**src/rtl/core/svt_pkg.sv**
```systemverilog
// ----------------------------------------------------------------------------
// svt_pkg: shared types for the single-value totient unit
// Status bundle reported by the bit-serial divider to its controller.
// ----------------------------------------------------------------------------
`default_nettype none

package svt_pkg;

    typedef struct packed {
        logic busy;
        logic done;
    } svt_div_stat_t;

endpackage

`default_nettype wire

```
**src/rtl/core/single_value_totient_unit.sv**
```systemverilog
// ----------------------------------------------------------------------------
// single_value_totient_unit: Euler totient by trial division
// Strips each trial divisor from the value with a bit-serial divider and
// scales the running answer, then applies any leftover prime factor.
//
// Channel   Ports                      Transfer
// input     start, busy, value_in      start high while busy low
// result    done, totient_out          done high for one cycle
//
// Every divide runs through the shared bit-serial divider; a transaction
// costs one divide per trial divisor plus one per factor stripped and one
// per distinct prime.
// One transaction is in flight; busy stays high until the done cycle.
// Reset clears control state only. The receiver cannot stall: done is a
// strobe and totient_out is valid only in that cycle.
// ----------------------------------------------------------------------------
`default_nettype none

module single_value_totient_unit
    import svt_pkg::*;
#(
    parameter int VALUE_BITS = 31
)
(
    input  wire logic                  clk,
    input  wire logic                  rst_n,
    input  wire logic                  start,
    output logic                       busy,
    input  wire logic [VALUE_BITS-1:0] value_in,
    output logic                       done,
    output logic [VALUE_BITS-1:0]      totient_out
);

    localparam int W  = VALUE_BITS;
    localparam int DW = (W + 1) / 2 + 1;
    localparam logic [DW-1:0] FIRST_DIV = DW'(2);

    typedef enum logic [2:0] {
        ST_IDLE,
        ST_TRIAL,
        ST_STRIP,
        ST_SCALE,
        ST_LAST
    } state_t;

    state_t        state_reg;
    logic [W-1:0]  rest_reg;
    logic [W-1:0]  acc_reg;
    logic [DW-1:0] dvs_reg;
    logic          go_reg;
    logic [W-1:0]  a_reg;
    logic [W-1:0]  b_reg;
    logic          busy_reg;
    logic          done_reg;
    logic [W-1:0]  tot_reg;

    logic [W-1:0]  quo;
    logic [W-1:0]  rem;
    svt_div_stat_t div_stat;

    logic [W-1:0]  dvs_wide;
    logic [DW-1:0] dvs_next;
    logic [W-1:0]  dvs_next_wide;
    logic          rem_zero;

    assign dvs_wide      = {{(W-DW){1'b0}}, dvs_reg};
    assign dvs_next      = dvs_reg + 1'b1;
    assign dvs_next_wide = {{(W-DW){1'b0}}, dvs_next};
    assign rem_zero      = (rem == '0);

    svt_div #(
        .W (W)
    ) u_div (
        .clk       (clk),
        .rst_n     (rst_n),
        .go        (go_reg),
        .dividend  (a_reg),
        .divisor   (b_reg),
        .quotient  (quo),
        .remainder (rem),
        .stat      (div_stat)
    );

    always_ff @(posedge clk or negedge rst_n)
    begin
        if (!rst_n)
        begin
            state_reg <= ST_IDLE;
            go_reg    <= 1'b0;
            busy_reg  <= 1'b0;
            done_reg  <= 1'b0;
        end
        else
        begin
            go_reg   <= 1'b0;
            done_reg <= 1'b0;
            unique case (state_reg)
                ST_IDLE:
                begin
                    if (start)
                    begin
                        rest_reg  <= value_in;
                        acc_reg   <= value_in;
                        dvs_reg   <= FIRST_DIV;
                        a_reg     <= value_in;
                        b_reg     <= {{(W-DW){1'b0}}, FIRST_DIV};
                        go_reg    <= 1'b1;
                        busy_reg  <= 1'b1;
                        state_reg <= ST_TRIAL;
                    end
                end
                ST_TRIAL:
                begin
                    if (div_stat.done)
                    begin
                        if (dvs_wide > quo)
                        begin
                            if (rest_reg > W'(1))
                            begin
                                a_reg     <= acc_reg;
                                b_reg     <= rest_reg;
                                go_reg    <= 1'b1;
                                state_reg <= ST_LAST;
                            end
                            else
                            begin
                                tot_reg   <= acc_reg;
                                done_reg  <= 1'b1;
                                busy_reg  <= 1'b0;
                                state_reg <= ST_IDLE;
                            end
                        end
                        else if (rem_zero)
                        begin
                            rest_reg  <= quo;
                            a_reg     <= quo;
                            b_reg     <= dvs_wide;
                            go_reg    <= 1'b1;
                            state_reg <= ST_STRIP;
                        end
                        else
                        begin
                            dvs_reg <= dvs_next;
                            a_reg   <= rest_reg;
                            b_reg   <= dvs_next_wide;
                            go_reg  <= 1'b1;
                        end
                    end
                end
                ST_STRIP:
                begin
                    if (div_stat.done)
                    begin
                        if (rem_zero)
                        begin
                            rest_reg <= quo;
                            a_reg    <= quo;
                            b_reg    <= dvs_wide;
                        end
                        else
                        begin
                            a_reg     <= acc_reg;
                            b_reg     <= dvs_wide;
                            state_reg <= ST_SCALE;
                        end
                        go_reg <= 1'b1;
                    end
                end
                ST_SCALE:
                begin
                    if (div_stat.done)
                    begin
                        acc_reg   <= acc_reg - quo;
                        dvs_reg   <= dvs_next;
                        a_reg     <= rest_reg;
                        b_reg     <= dvs_next_wide;
                        go_reg    <= 1'b1;
                        state_reg <= ST_TRIAL;
                    end
                end
                ST_LAST:
                begin
                    if (div_stat.done)
                    begin
                        tot_reg   <= acc_reg - quo;
                        done_reg  <= 1'b1;
                        busy_reg  <= 1'b0;
                        state_reg <= ST_IDLE;
                    end
                end
                default:
                begin
                    state_reg <= ST_IDLE;
                end
            endcase
        end
    end

    assign busy        = busy_reg;
    assign done        = done_reg;
    assign totient_out = tot_reg;

    a_done_not_busy: assert property (@(posedge clk) disable iff (!rst_n)
        done |-> !busy)
        else $error("result strobe while a transaction is still open");

    a_accept_busy: assert property (@(posedge clk) disable iff (!rst_n)
        (start && !busy) |=> (busy && go_reg))
        else $error("accepted transaction did not launch a divide");

    a_go_div_idle: assert property (@(posedge clk) disable iff (!rst_n)
        go_reg |-> !div_stat.busy)
        else $error("divide launched while divider still running");

    a_div_done_owned: assert property (@(posedge clk) disable iff (!rst_n)
        div_stat.done |-> (state_reg != ST_IDLE))
        else $error("divider finished with no transaction open");

endmodule

`default_nettype wire

```
**src/rtl/core/svt_div.sv**
```systemverilog
// ----------------------------------------------------------------------------
// svt_div: bit-serial restoring divider
// Produces one quotient bit per cycle; quotient and remainder hold after done.
// ----------------------------------------------------------------------------
`default_nettype none

module svt_div
    import svt_pkg::*;
#(
    parameter int W = 31
)
(
    input  wire logic         clk,
    input  wire logic         rst_n,
    input  wire logic         go,
    input  wire logic [W-1:0] dividend,
    input  wire logic [W-1:0] divisor,
    output logic [W-1:0]      quotient,
    output logic [W-1:0]      remainder,
    output svt_div_stat_t     stat
);

    localparam int CW = $clog2(W + 1);
    localparam logic [CW-1:0] LAST_BIT = CW'(W - 1);

    logic [W-1:0]  quo_reg;
    logic [W-1:0]  rem_reg;
    logic [W-1:0]  dvs_reg;
    logic [CW-1:0] cnt_reg;
    logic          busy_reg;
    logic          done_reg;

    logic [W:0]    trial;
    logic [W:0]    diff;
    logic          fits;
    logic [W-1:0]  rem_next;
    logic [W-1:0]  quo_next;

    assign trial    = {rem_reg, quo_reg[W-1]};
    assign diff     = trial - {1'b0, dvs_reg};
    assign fits     = ~diff[W];
    assign rem_next = fits ? diff[W-1:0] : trial[W-1:0];
    assign quo_next = {quo_reg[W-2:0], fits};

    always_ff @(posedge clk or negedge rst_n)
    begin
        if (!rst_n)
        begin
            busy_reg <= 1'b0;
            done_reg <= 1'b0;
            cnt_reg  <= '0;
        end
        else
        begin
            done_reg <= 1'b0;
            if (go)
            begin
                busy_reg <= 1'b1;
                cnt_reg  <= LAST_BIT;
            end
            else if (busy_reg)
            begin
                cnt_reg <= cnt_reg - 1'b1;
                if (cnt_reg == '0)
                begin
                    busy_reg <= 1'b0;
                    done_reg <= 1'b1;
                end
            end
        end
    end

    always_ff @(posedge clk)
    begin
        if (go)
        begin
            quo_reg <= dividend;
            rem_reg <= '0;
            dvs_reg <= divisor;
        end
        else if (busy_reg)
        begin
            quo_reg <= quo_next;
            rem_reg <= rem_next;
        end
    end

    assign quotient  = quo_reg;
    assign remainder = rem_reg;
    assign stat.busy = busy_reg;
    assign stat.done = done_reg;

endmodule

`default_nettype wire
```
**config.mk**
```make
export PLATFORM = sky130hd
export DESIGN_NAME = single_value_totient_unit
export DESIGN_NICKNAME = d
export VERILOG_FILES = /design/src/rtl/core/svt_pkg.sv /design/src/rtl/core/single_value_totient_unit.sv /design/src/rtl/core/svt_div.sv
export SDC_FILE = /design/constraint.sdc
export NUM_CORES = 1
export LEC_CHECK = 0
export ABC_AREA = 1
export CORE_ASPECT_RATIO = 0.6
export CORE_MARGIN = 1
export CORE_UTILIZATION = 59
export DETAILED_ROUTE_END_ITERATION = 16
export DONT_BUFFER_PORTS = 1
export MAX_ROUTING_LAYER = met4
export PLACE_DENSITY_LB_ADDON = 0.2
export SYNTH_ARGS = -nofsm -noshare
export SYNTH_HDL_FRONTEND = slang
export SYNTH_SLANG_ARGS = --single-unit
```
**constraint.sdc**
```tcl
create_clock -name clk -period 3.8 [get_ports clk]
set_input_delay 0.38 -clock clk [delete_from_list [all_inputs] [get_ports clk]]
set_output_delay 0.38 -clock clk [all_outputs]
set_load 0.02 [all_outputs]
```
==> impl_metrics.json <==
{
  "vias": 17700,
  "max-vdd-ir-drop_uv": 635,
  "placed_area_um2": 18700,
  "io_pins": 67,
  "synth_edf_count": 234,
  "fin_ws_ns": 0.468,
  "grt_remaining_overflow": 0,
  "status": "finished, violations left",
  "grt_pass1_wl_um": 95600,
  "worst_hold_slack_ns": -0.00187,
  "hpwl_um": 47000,
  "yosys-top-cells-area": "edfxtp_1 (38%), nand2_1 (17%), inv_1 (6.3%), ha_1 (5.6%), o21ai_0 (5.5%)",
  "startpoint": "dvs_reg[7]$_SDFFCE_PN0P_",
  "drive_gt1_share_pct": 5.05,
  "setup-tns-final_ns": 0,
  "rr_worst_depth": 11,
  "postSynthAreaPerCell_um2": 7.46,
  "finalMaxSlewViolations": 0,
  "cts_root_buffer": "clkbuf_16",
  "p_leak_nw": 8.96,
  "cts_setup_buffers": 0,
  "post-route-min-period_ns": 3.33,
  "cellPowerDensity_nw_per_um2": 968,
  "cp.arrival_ns": 3.62,
  "postSynthCellCount": 2447,
  "wl_per_cell_um": 21.9,
  "max_cap_viol_count": 0,
  "grt_pass1_vias": 16300,
  "clk-insertion-delay-late_ns": 0.58,
  "combPwrFrac_pct": 55.5,
  "place_ws_ns": 0.693,
  "grt_max_degree": 98,
  "synth_nets": 2564,
  "synth.ff_latch_count": 278,
  "synthesis.area_um2": 18300,
  "p_int_mw": 9.64,
  "switching_power_mw": 9.53,
  "drc": 0,
  "cts_tree": "done",
  "pwr-share-seq_pct": 29.0,
  "rsz0062_at_grt": "no",
  "gp_congestion": 1.01,
  "netlist_top_cells_count": "nand2_1 (832), inv_1 (307), edfxtp_1 (234)",
  "area_growth_pct": 8.55,
  "ys.warnings.count": 0,
  "fmax_mhz": 300,
  "async_reset_ff_share_pct": 4.68,
  "coreArea_um2": 30200,
  "path_clk_slew_ns": 0.07,
  "yosysTopAreaCellShare_pct": 38.5,
  "min-delay-start": "value_in[23]",
  "die_w_um": 229,
  "clk_path_buf_depth": 3,
  "drtPass1Iterations": 6,
  "rrSetupSlack_ns": 0.47,
  "ctsResizeCount": 0,
  "drt_iter0_drc": 2875,
  "regToRegStartpoint": "dvs_reg[7]$_SDFFCE_PN0P_",
  "start_kind": "flip-flop",
  "period_share_pct": 87.7,
  "synth_area_leader_cell": "edfxtp_1",
  "finalSetupViolCount": 0,
  "synth-main-ff-cell": "edfxtp_1",
  "die_y_um": 138,
  "worstPathMaxFanout": 44,
  "vias_per_cell": 6.13,
  "hold_class": "in -> reg",
  "yosys.cell_count.top_type": "nand2_1",
  "antenna_found_initial": 1,
  "initial_core_util_pct": 60.5,
  "worstSetupPathType": "reg -> reg",
  "finalInstanceArea_um2": 19800,
  "drtAntennaViolNets": 0,
  "clkPwrFrac_pct": 15.5,
  "cts_max_level": 1,
  "hold_viol_final": 2,
  "holdPathStages": 2,
  "rows": 49,
  "dieArea_um2": 31700,
  "ctsHoldBuffers": 14,
  "ys_seq_area_share_pct": 43.7,
  "routed_wl_um": 63300,
  "io_buffers": 0,
  "swShare_pct": 49.7,
  "cp-end-kind": "flip-flop",
  "cts_buffers": 28,
  "violations": "hold timing",
  "skew_ns": 0.0335,
  "grt_usage_pct": 41.0,
  "relSlewSlack_pct": 42.0,
  "layout.nets": 2568,
  "cts.sink_count": 278,
  "p_total_mw": 19.2,
  "crit_required_ns": 4.09,
  "synth_cell_types": 46,
  "worst_slew_pin_slew_ns": 0.866,
  "final_core_util_pct": 65.7
}
kinds of logic (layout without fill, tap and decap cells):
| kind of cell | count (synthesis) | after routing | share of synthesized area (%) |
|---|---|---|---|
| compound gates | 334 | 334 | 9.64 |
| fa+ha+maj | 83 | 83 | 5.77 |
| buf+inv | 390 | 416 | 8.59 |
| simple gates | 1321 | 1321 | 30.4 |
| xor+xnor | 41 | 41 | 1.97 |
| flops | 278 | 278 | 43.7 |
| other cells | 0 | 1 | 0 |
cell usage in the layout, fill, tap and decap left out, types with 33 or more instances in the layout:
master / count
nor2_1: 164
edfxtp_1: 234
a21oi_1: 87
o21ai_0: 202
nand4_1: 33
ha_1: 81
nand2_1: 831
nand3_1: 186
inv_1: 306
path summary, 6_finish.rpt:
path	end
worst max-delay path	b_reg[4]$_DFFE_PP_
worst min-delay path	rest_reg[23]$_DFFE_PP_
worst max register to register	b_reg[4]$_DFFE_PP_
worst min register to register	u_div.dvs_reg[20]$_DFFE_PP_
max in group asynchronous	go_reg$_DFF_PN0_
min in group asynchronous	done$_DFF_PN0_
final cells by class:
cell class,instances,area [um^2]
Antenna cell,1,2.50
Clock buffer,35,758
Tap cell,408,510
Timing Repair Buffer,48,423
Inverter,316,1190
Sequential cell,278,7980
Multi-Input combinational cell,1779,8770
Fill cell,2577,10300
Clock inverter,17,198
power groups by stage:
| stage | combinational [mW] | clock [mW] | sequential [mW] |
|---|---|---|---|
| after floorplan | 7.22 | 0 | 5.27 |
| after global placement | 9.85 | 0 | 5.54 |
| after detailed placement | 10.1 | 0 | 5.56 |
| after CTS | 10.2 | 2.97 | 5.51 |
| after global routing | 11.7 | 3.09 | 5.63 |
| final | 10.6 | 2.98 | 5.56 |
through the flow:
step	cells	hold WS [ns]
after global routing	2882	0.000424
after global placement	2814	0.0848
after floorplan	2447	0.0844
after CTS	2880	0.000776
final	2882	-0.00187
after detailed placement	2814	0.0847
per-layer routing:
layer	up-vias	GRT usage [%]	share of wire, %
met1	8137	62.3	43
met3	151	15.1	17
met4	0	8.95	2.4
met5	-	-	0
li1	8048	-	-
met2	1325	50.5	37
critical path: stages, from the launching register on:
cell      delay, ns
edfxtp_1       0.50
ha_1           0.41
nand2_1        0.06
inv_1          0.05
nand3_1        0.07
nor3_1         0.52
nand3_1        0.19
nand2_2        0.33
buf_4          0.56
nand2_1        0.13
o21ai_1        0.10
o21bai_1       0.07
(Power assumes the default switching activity.)
